==> src/design/lpr_pkg.sv <==
// Shared constants and types for the page frame replacer.
package lpr_pkg;

  localparam int MAX_FRAMES = 8;
  localparam int PAGE_BITS  = 16;

  localparam int IDX_W  = (MAX_FRAMES > 1) ? $clog2(MAX_FRAMES) : 1;
  localparam int CNT_W  = $clog2(MAX_FRAMES + 1);
  localparam int FC_W   = 4;
  localparam int CMP_W  = (CNT_W > FC_W) ? CNT_W : FC_W;
  localparam int MISS_W = 32;
  localparam int FIDX_W = 3;

  localparam int CFG_IDX_W  = 4;
  localparam int CFG_DATA_W = 4;

  localparam logic [CFG_IDX_W-1:0] CFG_FRAME_COUNT = CFG_IDX_W'(0);
  localparam logic [CFG_IDX_W-1:0] CFG_POLICY      = CFG_IDX_W'(1);

  localparam logic [FC_W-1:0] FC_RESET = FC_W'(8);

  localparam logic ACT_REF   = 1'b0;
  localparam logic ACT_CLEAR = 1'b1;

  localparam logic POL_FIFO = 1'b0;
  localparam logic POL_LRU  = 1'b1;

  typedef enum logic [1:0] {
    S_IDLE,
    S_SCAN,
    S_UPDATE
  } lpr_state_t;

  // One frame as seen through the scan read port.
  typedef struct packed {
    logic                 valid;
    logic [IDX_W-1:0]     rank;
    logic [PAGE_BITS-1:0] page;
  } lpr_entry_t;

  // Table update issued once per item.
  typedef struct packed {
    logic                 clr;
    logic                 load;
    logic                 touch;
    logic                 from_empty;
    logic [IDX_W-1:0]     slot;
    logic [IDX_W-1:0]     old_rank;
    logic [PAGE_BITS-1:0] page;
  } lpr_upd_t;

  typedef struct packed {
    logic                 hit;
    logic [IDX_W-1:0]     slot;
    logic                 evicted;
    logic [PAGE_BITS-1:0] ev_page;
    logic [MISS_W-1:0]    miss_total;
  } lpr_res_t;

endpackage

==> src/design/lpr_if.sv <==
// Channel interfaces: page reference input, result output, config write.
interface lpr_in_if;
  import lpr_pkg::*;
  logic                 valid;
  logic                 ready;
  logic                 action;
  logic [PAGE_BITS-1:0] page_id;
  modport source (output valid, output action, output page_id, input ready);
  modport sink   (input valid, input action, input page_id, output ready);
endinterface

interface lpr_out_if;
  import lpr_pkg::*;
  logic                 valid;
  logic                 ready;
  logic                 hit;
  logic [FIDX_W-1:0]    frame_index;
  logic                 evicted;
  logic [PAGE_BITS-1:0] evicted_page;
  logic [MISS_W-1:0]    miss_total;
  modport source (output valid, output hit, output frame_index, output evicted,
                  output evicted_page, output miss_total, input ready);
  modport sink   (input valid, input hit, input frame_index, input evicted,
                  input evicted_page, input miss_total, output ready);
endinterface

interface lpr_cfg_if;
  import lpr_pkg::*;
  logic                  valid;
  logic                  ready;
  logic [CFG_IDX_W-1:0]  index;
  logic [CFG_DATA_W-1:0] data;
  modport source (output valid, output index, output data, input ready);
  modport sink   (input valid, input index, input data, output ready);
endinterface

==> src/design/lpr_table.sv <==
// Frame table: page, valid and age rank per frame, one read port, touch update.
module lpr_table (
  input  logic                     clk,
  input  logic                     rst_n,
  input  logic [lpr_pkg::IDX_W-1:0] rd_idx,
  output lpr_pkg::lpr_entry_t      rd_entry,
  input  lpr_pkg::lpr_upd_t        upd
);
  import lpr_pkg::*;

  logic [PAGE_BITS-1:0] page_r  [MAX_FRAMES];
  logic [IDX_W-1:0]     rank_r  [MAX_FRAMES];
  logic [MAX_FRAMES-1:0] valid_r;

  assign rd_entry.valid = valid_r[rd_idx];
  assign rd_entry.rank  = rank_r[rd_idx];
  assign rd_entry.page  = page_r[rd_idx];

  always_ff @(posedge clk) begin
    if (!rst_n || upd.clr) begin
      valid_r <= '0;
      for (int i = 0; i < MAX_FRAMES; i++) begin
        rank_r[i] <= '0;
        page_r[i] <= '0;
      end
    end else begin
      for (int i = 0; i < MAX_FRAMES; i++) begin
        if (upd.touch) begin
          if (IDX_W'(i) == upd.slot) begin
            valid_r[i] <= 1'b1;
            rank_r[i]  <= '0;
          end else if (valid_r[i] && (upd.from_empty || rank_r[i] < upd.old_rank)) begin
            // younger than the touched frame: ages by one
            rank_r[i] <= rank_r[i] + 1'b1;
          end
        end
        if (upd.load && IDX_W'(i) == upd.slot) begin
          page_r[i] <= upd.page;
        end
      end
    end
  end

endmodule

==> src/design/lpr_seq.sv <==
// Sequencer: scans active frames one per cycle with a shared compare unit.
module lpr_seq (
  input  logic                      clk,
  input  logic                      rst_n,
  input  logic                      in_valid,
  output logic                      in_ready,
  input  logic                      in_action,
  input  logic [lpr_pkg::PAGE_BITS-1:0] in_page,
  input  logic [lpr_pkg::IDX_W-1:0] last_idx,
  input  logic                      policy,
  input  logic                      out_hold,
  output logic [lpr_pkg::IDX_W-1:0] rd_idx,
  input  lpr_pkg::lpr_entry_t       rd_entry,
  output lpr_pkg::lpr_upd_t         upd,
  output logic                      done,
  output lpr_pkg::lpr_res_t         res
);
  import lpr_pkg::*;

  lpr_state_t state_r, state_nxt;
  logic [IDX_W-1:0]     idx_r, idx_nxt;
  logic [PAGE_BITS-1:0] page_r, page_nxt;
  logic                 clr_r, clr_nxt;
  logic                 hit_found_r, hit_found_nxt;
  logic [IDX_W-1:0]     hit_slot_r, hit_slot_nxt;
  logic [IDX_W-1:0]     hit_rank_r, hit_rank_nxt;
  logic                 empty_found_r, empty_found_nxt;
  logic [IDX_W-1:0]     empty_slot_r, empty_slot_nxt;
  logic [IDX_W-1:0]     best_slot_r, best_slot_nxt;
  logic [IDX_W-1:0]     best_rank_r, best_rank_nxt;
  logic [PAGE_BITS-1:0] best_page_r, best_page_nxt;
  logic [MISS_W-1:0]    miss_r, miss_nxt;
  logic [MISS_W-1:0]    miss_inc;

  assign in_ready = (state_r == S_IDLE);
  assign rd_idx   = idx_r;
  assign miss_inc = (miss_r == '1) ? miss_r : miss_r + 1'b1;

  always_ff @(posedge clk) begin
    if (!rst_n) begin
      state_r <= S_IDLE;
      miss_r  <= '0;
    end else begin
      state_r <= state_nxt;
      miss_r  <= miss_nxt;
    end
  end

  always_ff @(posedge clk) begin
    idx_r         <= idx_nxt;
    page_r        <= page_nxt;
    clr_r         <= clr_nxt;
    hit_found_r   <= hit_found_nxt;
    hit_slot_r    <= hit_slot_nxt;
    hit_rank_r    <= hit_rank_nxt;
    empty_found_r <= empty_found_nxt;
    empty_slot_r  <= empty_slot_nxt;
    best_slot_r   <= best_slot_nxt;
    best_rank_r   <= best_rank_nxt;
    best_page_r   <= best_page_nxt;
  end

  always_comb begin
    state_nxt       = state_r;
    idx_nxt         = idx_r;
    page_nxt        = page_r;
    clr_nxt         = clr_r;
    hit_found_nxt   = hit_found_r;
    hit_slot_nxt    = hit_slot_r;
    hit_rank_nxt    = hit_rank_r;
    empty_found_nxt = empty_found_r;
    empty_slot_nxt  = empty_slot_r;
    best_slot_nxt   = best_slot_r;
    best_rank_nxt   = best_rank_r;
    best_page_nxt   = best_page_r;
    miss_nxt        = miss_r;
    done            = 1'b0;
    upd             = '0;
    res             = '0;

    unique case (state_r)
      S_IDLE: begin
        if (in_valid) begin
          page_nxt        = in_page;
          clr_nxt         = (in_action == ACT_CLEAR);
          idx_nxt         = '0;
          hit_found_nxt   = 1'b0;
          empty_found_nxt = 1'b0;
          state_nxt       = (in_action == ACT_CLEAR) ? S_UPDATE : S_SCAN;
        end
      end
      S_SCAN: begin
        if (!hit_found_r && rd_entry.valid && rd_entry.page == page_r) begin
          hit_found_nxt = 1'b1;
          hit_slot_nxt  = idx_r;
          hit_rank_nxt  = rd_entry.rank;
        end
        if (!empty_found_r && !rd_entry.valid) begin
          empty_found_nxt = 1'b1;
          empty_slot_nxt  = idx_r;
        end
        // oldest candidate; only used when every active frame is valid
        if (idx_r == '0 || rd_entry.rank > best_rank_r) begin
          best_slot_nxt = idx_r;
          best_rank_nxt = rd_entry.rank;
          best_page_nxt = rd_entry.page;
        end
        if (idx_r == last_idx) begin
          state_nxt = S_UPDATE;
        end else begin
          idx_nxt = idx_r + 1'b1;
        end
      end
      S_UPDATE: begin
        if (!out_hold) begin
          done      = 1'b1;
          state_nxt = S_IDLE;
          priority if (clr_r) begin
            upd.clr  = 1'b1;
            miss_nxt = '0;
          end else if (hit_found_r) begin
            res.hit      = 1'b1;
            res.slot     = hit_slot_r;
            upd.touch    = (policy == POL_LRU);
            upd.slot     = hit_slot_r;
            upd.old_rank = hit_rank_r;
          end else if (empty_found_r) begin
            miss_nxt       = miss_inc;
            res.slot       = empty_slot_r;
            upd.load       = 1'b1;
            upd.touch      = 1'b1;
            upd.from_empty = 1'b1;
            upd.slot       = empty_slot_r;
            upd.page       = page_r;
          end else begin
            miss_nxt     = miss_inc;
            res.slot     = best_slot_r;
            res.evicted  = 1'b1;
            res.ev_page  = best_page_r;
            upd.load     = 1'b1;
            upd.touch    = 1'b1;
            upd.slot     = best_slot_r;
            upd.old_rank = best_rank_r;
            upd.page     = page_r;
          end
          res.miss_total = miss_nxt;
        end
      end
      default: state_nxt = S_IDLE;
    endcase
  end

  a_hit_not_evict: assert property (@(posedge clk) disable iff (!rst_n)
    done |-> !(res.hit && res.evicted))
    else $error("hit and eviction in one result");

  a_scan_bound: assert property (@(posedge clk) disable iff (!rst_n)
    (state_r == S_SCAN) |-> (idx_r <= last_idx))
    else $error("scan index past last active frame");

  a_clear_result: assert property (@(posedge clk) disable iff (!rst_n)
    (done && clr_r) |-> (res.miss_total == '0 && !res.hit && !upd.touch))
    else $error("clear item produced a nonzero result");

  a_done_leaves: assert property (@(posedge clk) disable iff (!rst_n)
    done |=> (state_r == S_IDLE))
    else $error("sequencer did not return to idle after result");

endmodule

==> src/design/fifo_lru_page_frame_replacer_unit.sv <==
// Top level: config registers, frame table, scan sequencer and output register.
//
//  channel  dir  handshake     payload
//  in_ch    in   valid/ready   action, page_id
//  out_ch   out  valid/ready   hit, frame_index, evicted, evicted_page, miss_total
//  cfg_ch   in   valid/ready   index, data (frame_count, policy_mode)
//
// A page reference is accepted, then scans the n active frames in turn, n the active
// frame count (1..MAX_FRAMES), through the single frame compare unit, then updates.
// A clear goes straight from accept to its update.
// Reset empties every frame and zeroes the miss count; config resets to 8 / FIFO.
// The output register holds a result until taken; the next item is accepted
// meanwhile and its update cycle waits while that register is still full.
module fifo_lru_page_frame_replacer_unit (
  input  logic      clk,
  input  logic      rst_n,
  lpr_in_if.sink    in_ch,
  lpr_out_if.source out_ch,
  lpr_cfg_if.sink   cfg_ch
);
  import lpr_pkg::*;

  logic [FC_W-1:0]      frame_count_r;
  logic                 policy_r;
  logic [IDX_W-1:0]     last_idx;
  logic [CMP_W-1:0]     fc_ext;
  logic                 out_valid_r;
  lpr_res_t             out_res_r;
  logic                 out_hold;
  logic [IDX_W-1:0]     rd_idx;
  lpr_entry_t           rd_entry;
  lpr_upd_t             upd;
  logic                 done;
  lpr_res_t             res;

  assign cfg_ch.ready = 1'b1;

  always_ff @(posedge clk) begin
    if (!rst_n) begin
      frame_count_r <= FC_RESET;
      policy_r      <= POL_FIFO;
    end else if (cfg_ch.valid) begin
      unique case (cfg_ch.index)
        CFG_FRAME_COUNT: frame_count_r <= cfg_ch.data[FC_W-1:0];
        CFG_POLICY:      policy_r      <= cfg_ch.data[0];
        default: ;
      endcase
    end
  end

  // active frame count clamped to 1..MAX_FRAMES, as a last scan index
  assign fc_ext = CMP_W'(frame_count_r);
  always_comb begin
    priority if (fc_ext == '0) begin
      last_idx = '0;
    end else if (fc_ext > CMP_W'(MAX_FRAMES)) begin
      last_idx = IDX_W'(MAX_FRAMES - 1);
    end else begin
      last_idx = IDX_W'(fc_ext - 1'b1);
    end
  end

  assign out_hold = out_valid_r && !out_ch.ready;

  lpr_table u_table (
    .clk      (clk),
    .rst_n    (rst_n),
    .rd_idx   (rd_idx),
    .rd_entry (rd_entry),
    .upd      (upd)
  );

  lpr_seq u_seq (
    .clk       (clk),
    .rst_n     (rst_n),
    .in_valid  (in_ch.valid),
    .in_ready  (in_ch.ready),
    .in_action (in_ch.action),
    .in_page   (in_ch.page_id),
    .last_idx  (last_idx),
    .policy    (policy_r),
    .out_hold  (out_hold),
    .rd_idx    (rd_idx),
    .rd_entry  (rd_entry),
    .upd       (upd),
    .done      (done),
    .res       (res)
  );

  always_ff @(posedge clk) begin
    if (!rst_n) begin
      out_valid_r <= 1'b0;
    end else if (done) begin
      out_valid_r <= 1'b1;
    end else if (out_ch.ready) begin
      out_valid_r <= 1'b0;
    end
  end

  always_ff @(posedge clk) begin
    if (done) begin
      out_res_r <= res;
    end
  end

  assign out_ch.valid        = out_valid_r;
  assign out_ch.hit          = out_res_r.hit;
  assign out_ch.frame_index  = FIDX_W'(out_res_r.slot);
  assign out_ch.evicted      = out_res_r.evicted;
  assign out_ch.evicted_page = out_res_r.ev_page;
  assign out_ch.miss_total   = out_res_r.miss_total;

endmodule

==> src/flat_wrapper.sv <==
// flat-port wrapper written by rule: the top's interface ports become plain ports
module fifo_lru_page_frame_replacer_unit_flat import lpr_pkg::*;
  (clk, rst_n, in_ch_valid, in_ch_action, in_ch_page_id, in_ch_ready, out_ch_valid, out_ch_hit, out_ch_frame_index, out_ch_evicted, out_ch_evicted_page, out_ch_miss_total, out_ch_ready, cfg_ch_valid, cfg_ch_index, cfg_ch_data, cfg_ch_ready);
  lpr_in_if in_ch_i ();
  lpr_out_if out_ch_i ();
  lpr_cfg_if cfg_ch_i ();
  input  logic clk;
  input  logic rst_n;
  input wire logic [$bits(in_ch_i.valid)-1:0] in_ch_valid;
  input wire logic [$bits(in_ch_i.action)-1:0] in_ch_action;
  input wire logic [$bits(in_ch_i.page_id)-1:0] in_ch_page_id;
  output wire logic [$bits(in_ch_i.ready)-1:0] in_ch_ready;
  output wire logic [$bits(out_ch_i.valid)-1:0] out_ch_valid;
  output wire logic [$bits(out_ch_i.hit)-1:0] out_ch_hit;
  output wire logic [$bits(out_ch_i.frame_index)-1:0] out_ch_frame_index;
  output wire logic [$bits(out_ch_i.evicted)-1:0] out_ch_evicted;
  output wire logic [$bits(out_ch_i.evicted_page)-1:0] out_ch_evicted_page;
  output wire logic [$bits(out_ch_i.miss_total)-1:0] out_ch_miss_total;
  input wire logic [$bits(out_ch_i.ready)-1:0] out_ch_ready;
  input wire logic [$bits(cfg_ch_i.valid)-1:0] cfg_ch_valid;
  input wire logic [$bits(cfg_ch_i.index)-1:0] cfg_ch_index;
  input wire logic [$bits(cfg_ch_i.data)-1:0] cfg_ch_data;
  output wire logic [$bits(cfg_ch_i.ready)-1:0] cfg_ch_ready;
  assign in_ch_i.valid = in_ch_valid;
  assign in_ch_i.action = in_ch_action;
  assign in_ch_i.page_id = in_ch_page_id;
  assign in_ch_ready = in_ch_i.ready;
  assign out_ch_valid = out_ch_i.valid;
  assign out_ch_hit = out_ch_i.hit;
  assign out_ch_frame_index = out_ch_i.frame_index;
  assign out_ch_evicted = out_ch_i.evicted;
  assign out_ch_evicted_page = out_ch_i.evicted_page;
  assign out_ch_miss_total = out_ch_i.miss_total;
  assign out_ch_i.ready = out_ch_ready;
  assign cfg_ch_i.valid = cfg_ch_valid;
  assign cfg_ch_i.index = cfg_ch_index;
  assign cfg_ch_i.data = cfg_ch_data;
  assign cfg_ch_ready = cfg_ch_i.ready;
  fifo_lru_page_frame_replacer_unit u_core (.clk(clk), .rst_n(rst_n), .in_ch(in_ch_i), .out_ch(out_ch_i), .cfg_ch(cfg_ch_i));
endmodule
==> config.mk <==
export PLATFORM = sky130hd
export DESIGN_NAME = fifo_lru_page_frame_replacer_unit_flat
export DESIGN_NICKNAME = d
export VERILOG_FILES = /design/src/design/lpr_pkg.sv /design/src/design/lpr_if.sv /design/src/design/lpr_table.sv /design/src/design/lpr_seq.sv /design/src/design/fifo_lru_page_frame_replacer_unit.sv /design/src/flat_wrapper.sv
export SDC_FILE = /design/constraint.sdc
export NUM_CORES = 1
export LEC_CHECK = 0
export ABC_AREA = 1
export BUFFER_PORTS_ARGS = -buffer_cell sky130_fd_sc_hd__buf_2
export CORE_ASPECT_RATIO = 1.25
export CORE_MARGIN = 2
export CORE_UTILIZATION = 40
export CTS_CLUSTER_DIAMETER = 40
export DETAILED_ROUTE_END_ITERATION = 12
export PLACE_DENSITY = 0.56
export SLEW_MARGIN = 10
export SYNTH_ARGS = -nofsm -noshare
export SYNTH_HDL_FRONTEND = slang
export SYNTH_SLANG_ARGS = --single-unit
export TNS_END_PERCENT = 10
==> constraint.sdc <==
create_clock -name clk -period 4.9 [get_ports clk]
set_input_delay 0 -clock clk [delete_from_list [all_inputs] [get_ports clk]]
set_output_delay 0 -clock clk [all_outputs]
set_load 0.1 [all_outputs]
### Yosys cells after proc, flatten, opt, wreduce, memory -nomap -nowiden

Memories as Yosys holds them, arrays and structs flattened. A register that Yosys moved wholly into a read port is not among the register bits.
Cells that the tools add are included.

| cells by class | value |
|---|---|
| magnitude comparators | 11 |
| $add $sub $neg | 11 |
| multiplexer cells | 163 |
| reduce and logical (&&, ||, !) cells | 65 |
| $mul | 0 |
| shift-type cells | 0 |
| div/mod/pow operators | 0 |
| equal/unequal tests | 19 |
| bitwise gates (word level) | 26 |

Operator list:

| cell | count |
|---|---|
| 16-bit two-way mux | 9 |
| 1-bit two-way mux | 112 |
| 32-bit two-way mux | 3 |
| 3-bit two-way mux | 25 |
| 26-bit two-way mux | 2 |
| 32-bit by 1-bit adder with 32-bit output (second input constant) | 1 |
| 32-bit equality test (second input constant) | 1 |
| 2-bit AND reduction | 15 |
| 3-bit by 1-bit adder with 3-bit output (second input constant) | 9 |
| 25-bit two-way mux | 1 |
| 3-bit less-than comparator | 8 |
| 1-bit OR | 24 |
| 1-bit logical AND | 20 |
| 17-bit two-way mux | 1 |
| 16-bit equality test | 1 |
| 3-bit equality test (first input constant) | 4 |
| 2-bit inequality test (second input constant) | 6 |
| 3-bit AND reduction | 4 |
| 1-bit logical OR | 10 |
| 4-bit logical NOT | 2 |
| 2-bit two-way mux | 4 |
| 2-bit by 3-bit equality test with 1-bit output (first input constant) | 2 |
| 3-bit logical NOT | 2 |
| 6-bit two-way mux | 1 |
| 21 further kinds | 28 |

| word-level totals | value |
|---|---|
| logic and storage cells | 326 |
| input port bits | 30 |
| register bits | 154 |
| bits in read-only memories | 0 |
| output and inout port bits | 56 |
| latch bits | 0 |
| memories | 2 |
| bits in writable memories | 152 |

Memory list:

| memory | words | width | read ports | clocked after Yosys merged registers in | write ports | RTL line | text |
|---|---|---|---|---|---|---|---|
| u_core.u_table.page_r | 8 | 16 | 1 | 1 | 8 | lpr_table.sv:11 | `logic [PAGE_BITS-1:0] page_r [MAX_FRAMES];` |
| u_core.u_table.rank_r | 8 | 3 | 9 | 1 | 8 | lpr_table.sv:12 | `logic [IDX_W-1:0] rank_r [MAX_FRAMES];` |

### Depth between registers and ports, before layout

Gate-level depths: netlist of run 1.

| logic depth | value |
|---|---|
| depth in word-level cells | 14 |
| gate-level depth with buffers | 14 |
| gate-level depth less buffers | 14 |

### Cells and area by module

A second synthesis of run 1 with hierarchy kept.

| second synthesis, totals | value |
|---|---|
| cell total of the unflattened synthesis | 1,683 |
| area total of the unflattened synthesis | 15,319.7 um2 |

Modules (own cells, without submodules):

| module | seq. area each (um2) | cells an instance | area each (um2) | instances |
|---|---|---|---|---|
| lpr_table | 4,724.5 | 902 | 8,025.2 | 1 |
| lpr_seq | 2,272.2 | 671 | 5,338.9 | 1 |
| fifo_lru_page_frame_replacer_unit | 1,711.6 | 110 | 1,955.6 | 1 |

### Worst setup path before layout of run 1

OpenSTA, ideal clock, no wires.

| timing | value |
|---|---|
| path type | register to register |
| start point | register u_core.out_valid_r (netlist: u_core.out_ch.valid) |
| end point | memory u_core.u_table.page_r[2][0] (enable) |
| setup slack | 1,070 ps |
| arrival time | 3,418 ps |
| path buffers | 1 |
| period minus slack after synthesis | 3,830 ps |
| cell stages (with the launch flop) | 12 |
| setup time | 411 ps |
| data required time | 4,489 ps |
| cells stage by stage | dfxtp_1 > inv_1 > nor2_2 > nor2_8 > nand2_4 > inv_2 > buf_6 > nand2_4 > inv_4 > nor2_2 > inv_2 > o21ai_0 |

RTL lines:

| element | RTL line | text |
|---|---|---|
| start, declared | fifo_lru_page_frame_replacer_unit.sv:27 | `logic out_valid_r;` |
| start signal, assigned | fifo_lru_page_frame_replacer_unit.sv:92 | `out_valid_r <= 1'b0;` |
| start signal, assigned | fifo_lru_page_frame_replacer_unit.sv:94 | `out_valid_r <= 1'b1;` |
| start signal, assigned | fifo_lru_page_frame_replacer_unit.sv:96 | `out_valid_r <= 1'b0;` |
| end, declared | lpr_table.sv:11 |  |

==> results of run 1 <==
state kept, by name, summed over array words and instances, names as in the netlist, 3 cells and up, named ones only:
name / cells
u_core.u_table.page_r: 128
u_core.out_ch.miss_total: 32
u_core.u_seq.miss_r: 32
u_core.u_table.rank_r: 24
u_core.out_ch.evicted_page: 16
u_core.u_seq.best_page_r: 16
u_core.u_seq.page_r: 16
u_core.u_table.valid_r: 8
u_core.fc_ext: 4
u_core.out_ch.frame_index: 3
u_core.u_seq.best_rank_r: 3
u_core.u_seq.best_slot_r: 3
u_core.u_seq.empty_slot_r: 3
u_core.u_seq.hit_rank_r: 3
u_core.u_seq.hit_slot_r: 3
u_core.u_seq.rd_idx: 3
per-stage QoR:
| step | worst slack (ps) | util [%] |
|---|---|---|
| after floorplan | 1070 | - |
| after global placement | 1557 | 42.54 |
| after detailed placement | 1434 | 42.54 |
| after CTS | 1422 | 46.77 |
| after global routing | 1181 | 46.77 |
| final | 1475 | 46.77 |
where the power goes:
part | switching (mW) | internal, mW | total [mW]
sequential | 0.0698 | 3.01 | 3.08
clock | 1.12 | 1.70 | 2.82
combinational | 0.838 | 0.272 | 1.11
total | 2.03 | 4.99 | 7.01
cells by family after synthesis:
logic type      Yosys count  synth area share, %
simple gates            876                25.47
buf+inv                 323                8.564
flops                   309                57.38
compound gates          143                5.166
fa+ha+maj                31                2.538
xor+xnor                 15               0.8597
other cells               1              0.02454
cell type report:
class	count	area, um2	area share (%)
Timing Repair Buffer	136	898.4	5.063
Inverter	264	994.7	5.606
Clock inverter	22	244.0	1.375
Tap cell	492	615.6	3.470
Clock buffer	45	1008	5.684
Multi-Input combinational cell	1066	5211	29.37
Sequential cell	309	8770	49.43
worst max-delay path: cells and delay by family (launching register included):
family                     cells  cell delay (ps)
buffers and inverters          1              480
AOI/OAI and AO/OA              2              870
and+or+nand+nor                6              660
DFF                            1              730
adders and majority gates      1              370
per-layer routing:
metal / routed length (um) / share of wire [%] / global-route usage [%] / vias to the layer above
li1: - / - / - / 5762
met1: 16790 / 42 / 24.98 / 5514
met2: 20130 / 50 / 35.62 / 295
met3: 1705 / 4.3 / 2.892 / 72
met4: 1337 / 3.3 / 7.894 / 0
met5: 0 / 0 / 0 / -
how the worst min path moves through the flow:
stage / from / endpoint / slack [ps] / cells past startpoint
6_report: in_ch_page_id[13] / u_core.u_seq.page_r[13] / 170 / 2
5_1_grt: in_ch_page_id[13] / u_core.u_seq.page_r[13] / 160 / 2
4_1_cts: in_ch_page_id[11] / u_core.u_seq.page_r[11] / 150 / 2
3_5_place_dp: in_ch_page_id[11] / u_core.u_seq.page_r[11] / 180 / 1
3_3_place_gp: in_ch_page_id[8] / u_core.u_seq.page_r[8] / 180 / 1
2_1_floorplan: rst_n / u_core.u_seq.state_r[0] / 100 / 2
timing repair:
action                    4_1_cts  5_1_grt
setup buffers                   0        0
hold buffers                   35        0
gates resized for setup         0        0
hold endpoints to repair       25        0
cells in the mapped netlist (2+ instances only):
cell type and number:
nand2_1 357, nor2_1 260, edfxtp_1 258, inv_1 233, nand3_1 178, a21oi_1 65
o21ai_0 53, dfxtp_1 51, ha_1 31, inv_2 28, clkbuf_1 25, nor3_2 21
buf_2 19, nand4_1 14, buf_4 8, nor2_2 8, xnor2_1 8, nand3_2 7
nor2_4 7, nor3_1 7, xor2_1 7, buf_6 5, o21bai_1 5, a31o_2 4
nand2_2 4, nand2_4 4, a22oi_1 3, a31oi_1 2, o2111ai_1 2, o211ai_1 2
o22ai_1 2, or2_2 2
==> run summary, run 1 <==
Detailed placement finished with a half-perimeter wire length of 26750 um. The tools report the headroom to the max-slew limit as 24.21%. The number of DRC violations after detailed-routing iteration 0 came out at 945.

Total standard cell area after synthesis: 0.01528 mm2. Setup repair after global routing left no endpoint under its margin. The number of nets with antenna violations after detailed routing is 0. The number of hold-slack violations in the final timing report was 0; the flip-flop and latch count after synthesis was 309.

The final standard cell area without fillers is 0.01774 mm2, and the transition time at the pin with the least slew margin is 1130 ps. The die is 178.8 um wide. The proportion of register bits with asynchronous set or reset after synthesis is 0%.

The top cell types in the final layout, fill and taps aside, are nand2_1, nor2_1, edfxtp_1. Data on the critical path arrives at its endpoint at 3650 ps. The shortest period the worst path allows came out at 3425 ps.

The final-layout worst hold slack came out at 169.8 ps. Based on the critical path, the design can be clocked at up to 0.2919 GHz. Routed via count divided by cell count: 4.988. The run finished with clean final reports.

Tracing the worst setup path back leads to its startpoint at u_core.u_seq.hit_found_r. The gate count after technology mapping came out at 1698. STA classifies the critical path endpoint as a flip-flop. The proportion of synthesized chip area in sequential cells is 57.38%, and the standard cell area after detailed placement is 0.01614 mm2. Buffers placed on the I/O ports in this run total 84. In the synthesized netlist the dominant register cell turns out to be edfxtp_1. Routability-driven placement finished with a final weighted congestion of 0.8855.

Global routing finished with a remaining overflow of 0. Entering global routing, the biggest net connects 84 pins. Of all nets on the critical path, the largest fanout is 21. The critical path goes through nor2_4 > inv_2 > nor2_4 > a22oi_1 > ha_1 > a21oi_1 > nand2_1 > nand2_1 > nand3_1 > nand3_1. CTS built an H-tree with a depth of 2.

The placement row count came out at 80. After synthesis, the largest area contributor takes up 50.70% of total cell area. TritonCTS built the clock tree.

CTS saw 309 sinks. Total power for the finished layout comes to 7.014 mW. Of the cells placed in the final design, the portion with a size suffix greater than 1 is 13.57%. Power per standard cell area: 395.3 mW/mm2.

For the effective utilization at floorplan, the log shows 40.28%. The logs give 39960 um for the post-detailed-routing wire length and 230.7 uV for the worst voltage drop across the vdd grid. The final clock period utilization by the worst path was 69.91%; the number of slew-limit violations in the final report was 0.

For the post-layout instance count excluding filler cells, the log shows 2334. The relative area change from synthesis to final layout is 16.10%, and the synthesized net count is 1759. The floorplan step defined a die boundary enclosing 0.03979 mm2. For the global-route total usage across every layer, the log shows 20.32%. The filler cells instantiated in the layout total 3602. In this run the static leakage power is 7.366 nW. Dividing the detail-routed wire length by the instance count gives 17.12 um. The total setup violations reported at the end of the flow was 0. The via count of the first global-routing pass is 11400, and the total inserted antenna cells is 0. The number of clock buffers added by TritonCTS is 37.

The die is 222.5 um tall. The mean area per synthesized cell is 9.000 um2. The kind of path behind the tightest hold check was in2reg. The largest incremental delay on the critical path is 730 ps, and the worst setup skew after layout is 23.22 ps. On the critical path, the stage with the largest delay is an instance of edfxtp_1. In the routed design, unresolved DRC markers number 0. The leading area contributor after synthesis was edfxtp_1. The endpoint identified for the worst register-to-register timing path is u_core.u_table.rank_r[7][1].

In this run, distinct cell masters in the synthesized netlist total 50. The first global-routing pass estimated 61990 um of wire. The run gives 2232 as the cell count after placement. The maximum number of buffers from clock root to sink is 3, and the reg-to-reg setup timing slack is 1470 ps. By area the synthesized netlist is led by edfxtp_1, nand2_1, dfxtp_1, nor2_1, nand3_1.

The run gives 0.03794 mm2 as the placeable core region. The timing endpoint of the critical path is u_core.u_table.rank_r[7][1]. CTS placed an instance of clkbuf_16 at the clock tree root.

The Yosys step of the flow raised 0 warnings. The net count of the finished layout is 1875. The tools report the launching element type of the critical path as a flip-flop. STA puts the critical path data required time at 5120 ps. For the detailed-route via count, the log shows 11640. In this run, synthesis inferred 258 flip-flops with an integrated enable. For the final routed database, the setup TNS stands at 0 ps.

The category of the critical setup timing path was reg2reg. Before antenna repair, the detailed router went through 6 iterations. The number of antenna violations at the first check in global routing is 0. The most common cell after layout, fill and taps aside is nand2_1. In this run the critical register-to-register path is launched from u_core.u_seq.hit_found_r. The count of maximum capacitance violations is 0, and the clock latency of the later-clocked register in the worst-skew pair is 540 ps. After clock tree synthesis, the clock-pin slew on the worst setup and hold paths is 60 ps. Measured in cells, the most critical reg-to-reg path has a length of 10. The I/O pin count is 86.
No activity file was read; power rests on OpenSTA's default activity.
==> run 2: changes to the inputs <==
--- a/config.mk
+++ b/config.mk
@@ -12,7 +12,7 @@
 export CORE_UTILIZATION = 40
 export CTS_CLUSTER_DIAMETER = 40
 export DETAILED_ROUTE_END_ITERATION = 12
-export PLACE_DENSITY = 0.56
+export PLACE_DENSITY = 0.58
 export SLEW_MARGIN = 10
 export SYNTH_ARGS = -nofsm -noshare
 export SYNTH_HDL_FRONTEND = slang
==> constraint.sdc (replaced) <==
create_clock -name clk -period 3 [get_ports clk]
set_input_delay 0 -clock clk [delete_from_list [all_inputs] [get_ports clk]]
set_output_delay 0 -clock clk [all_outputs]
set_load 0.1 [all_outputs]
==> run summary, run 2 (same netlist as run 1, synthesis figures left out) <==
The number of nets with antenna violations after detailed routing came out at 0 (unchanged). The tools report the clock root buffer master as clkbuf_16. Total inserted antenna cells: 0 (unchanged).

The tools report the iteration count of the initial detailed-routing pass as 5 (-1). The total power was 11.29 mW (+61%). The clock latency of the later-clocked register in the worst-skew pair came out at 520 ps (-20 ps).

The deepest level of the CTS H-tree came out at 2 (unchanged). The slowest stage of the critical path is the buf_4 cell. The number of flip-flops in the largest register is 128 (unchanged), and the shortest period the worst path allows is 2671 ps (-754.4 ps). The number of buffers inserted by post-CTS setup repair was 0 (unchanged); the via count of the first global-routing pass was 11490 (+0.73%).

The count of maximum capacitance violations is 0 (unchanged). The area of the die was 0.03979 mm2 (unchanged). The final clock period utilization by the worst path came out at 89.04% (+19 points). The number of DRC violations after detailed-routing iteration 0 came out at 971 (+2.8%). Number of cells on the worst reg-to-reg path: 9 (-1). Compared with the post-synthesis result, the final layout area differs by 17.15%.

Transition time at the pin with the least slew margin: 771.1 ps (-358.9 ps). The number of logic stages on the critical path including buffering works out to 9 (-1). Standard cell area after detailed placement: 0.01636 mm2 (+1.3%). The TritonCTS sink count was 309 (unchanged).

The flow ran to the end, and the final reports show no timing, DRC or antenna violations. Setup repair after global routing left no endpoint under its margin. The worst hold path belongs to the class in2reg.

The critical path data arrival time was 2900 ps (-750 ps); the count of buffering cells on the critical path with inverters included was 3 (+2). The maximum number of buffers from clock root to sink came out at 3 (unchanged). The global-route total usage across every layer is 20.15% (-0.17 points), and the total setup violations reported at the end of the flow is 0 (unchanged). Combinational power share: 16.3% (+0.5 points).

TritonCTS built the clock tree. The tools report the final standard cell area without fillers as 0.01790 mm2 (+0.91%). For the I/O pin count, the log shows 86 (unchanged). Counting stages on the worst path, the most repeated cell is buf_4. The count of buffers inserted at the top-level ports was 84 (unchanged); the effective utilization at floorplan was 40.28% (unchanged). The run gives 0 (unchanged) as the DRC violation count after routing. Number of antenna violations at the first check in global routing: 0 (unchanged). Switching component of the power: 3.225 mW (+59%).

The data required time of the worst path was 3230 ps (-1890 ps); the worst-path maximum fanout was 59 (+180%). The routability congestion estimate from global placement came out at 0.8917 (+0.70%). For the total overflow reported by the global router, the log shows 0 (unchanged). The worst setup path is of the reg2reg kind. The maximum clock frequency was 0.3744 GHz (+28%); the final-layout worst hold slack was 184.7 ps (+14.91 ps).

Walking the worst path, the cells encountered are nand2_2 > nor2_8 > buf_4 > inv_2 > o21ai_4 > buf_4 > nor3_1 > nand3_2 > nand3_1. More flip-flops sit in one register than any other, and that register is u_core.u_table.page_r. Floorplan die height: 222.5 um (unchanged). The placement row count was 80 (unchanged); the hold-critical path depth was 2 (unchanged). The post-detailed-routing wire length came out at 39450 um (-1.3%). Register clock-pin slew on the reported worst setup and hold paths: 60 ps (about the same). Endpoint type of the worst setup path: a flip-flop. The detailed-route via count is 11800 (+1.3%), and the cell internal power dissipation is 8.069 mW (+62%). The wire length of the first global-routing pass was 62040 um (about the same). The leakage power summed over all cells came out at 7.444 nW (+1.1%). The run gives 0 (unchanged) as the number of slew-limit violations in the final report. Leaving out fill and tap cells, the most frequent cell in the layout is nand2_1.

The logs give 44.7% (+0.7 points) for the sequential share of power and 1895 (+1.1%) for the number of nets in the layout. Maximum number of pins on one net before global-route repair: 73 (-13%). The logs give 18.62 ps (-4.597 ps) for the worst setup skew after layout and 26980 um (+0.85%) for the post-detailed-placement half-perimeter wirelength.

For the number of hold-slack violations in the final timing report, the log shows 0 (unchanged). Launching element type of the critical path: a flip-flop. The share of cells above drive strength 1 is 14.69% (+1.1 points), and the average wire length per cell after detail routing is 16.78 um (-2.0%). The total of fill cells in the finished design is 3593 (-0.25%). The placeable core region is 0.03794 mm2 (unchanged), and the power per standard cell area is 630.8 mW/mm2 (+60%).

Grouping stages by cell kind, the critical path spends the most delay in buffers and inverters. The fraction of power spent switching nets was 28.56% (-0.36 points); the utilization after layout was 47.19% (+0.43 points). The largest incremental delay on the critical path came out at 610 ps (-120 ps).

The run gives 35 (-5.4%) as the TritonCTS buffer count. Clock network fraction of design power: 39.0% (-1.2 points). The headroom to the max-slew limit was 48.60% (+24 points); the die width was 178.8 um (unchanged). The worst voltage drop across the vdd grid is 283.6 uV (+23%). In the layout the commonest cells are nand2_1, nor2_1, edfxtp_1.

Routed via count divided by cell count: 5.017 (+0.57%).
==> run 2: cell count changes in the layout (fill, tap and decap cells not counted), moves of 2 or more <==
cell,before,now
buf_4,17,34
clkinv_1,8,2
buf_12,0,4
inv_8,3,0
clkbuf_1,5,7
clkbuf_16,39,37
clkinv_4,0,2
clkinvlp_4,2,4
inv_6,5,3
o21ai_2,1,3
==> run 2: final timing paths <==
path / from / end / slack, ps
worst max-delay path: u_core.u_seq.state_r[1] / u_core.u_table.rank_r[0][1] / 330
worst min-delay path: in_ch_page_id[10] / u_core.u_seq.page_r[10] / 180
worst max register to register: u_core.u_seq.state_r[1] / u_core.u_table.rank_r[0][1] / 330
worst min register to register: u_core.u_seq.miss_r[15] / u_core.u_seq.miss_r[15] / 480
==> run 2: cell type report <==
cell class                      instances  area (um2)  area share, %
Timing Repair Buffer                  158        1116          6.234
Tap cell                              492       615.6          3.438
Sequential cell                       309        8771          48.99
Clock buffer                           46       979.7          5.472
Inverter                              264       994.7          5.556
Clock inverter                         16       207.7          1.160
Multi-Input combinational cell       1066        5219          29.15
==> run 2: stage by stage <==
| step | setup slack, ps | TNS, ps | cells |
|---|---|---|---|
| 6_report | 328.9 | 0 | 2351 |
| 5_1_grt | 90.22 | 0 | 2351 |
| 4_1_cts | 285.3 | 0 | 2351 |
| 3_5_place_dp | 304.9 | 0 | 2253 |
| 3_3_place_gp | 404.0 | 0 | 2253 |
| 2_1_floorplan | -358.7 | -10070 | 1698 |
==> run 2: metal layers <==
metal	track usage (%)	up-vias	routed length (um)
met3	3.131	88	1819
met1	24.42	5584	16120
li1	-	5806	-
met5	0	-	0
met2	35.36	317	20060
met4	8.209	0	1452
==> run 2: timing repair <==
item,CTS,global route
hold buffers,36,0
hold endpoints to repair,34,0
gates resized for setup,0,1
endpoints found under the setup margin,0,3
==> run 2: power groups by stage <==
stage	Combinational, mW	Clock (mW)	Sequential (mW)
final	1.84	4.40	5.05
after global routing	2.02	4.69	5.07
after CTS	1.85	4.51	5.05
after detailed placement	1.81	0	5.13
after global placement	1.78	0	5.13
after floorplan	1.04	0	5.36
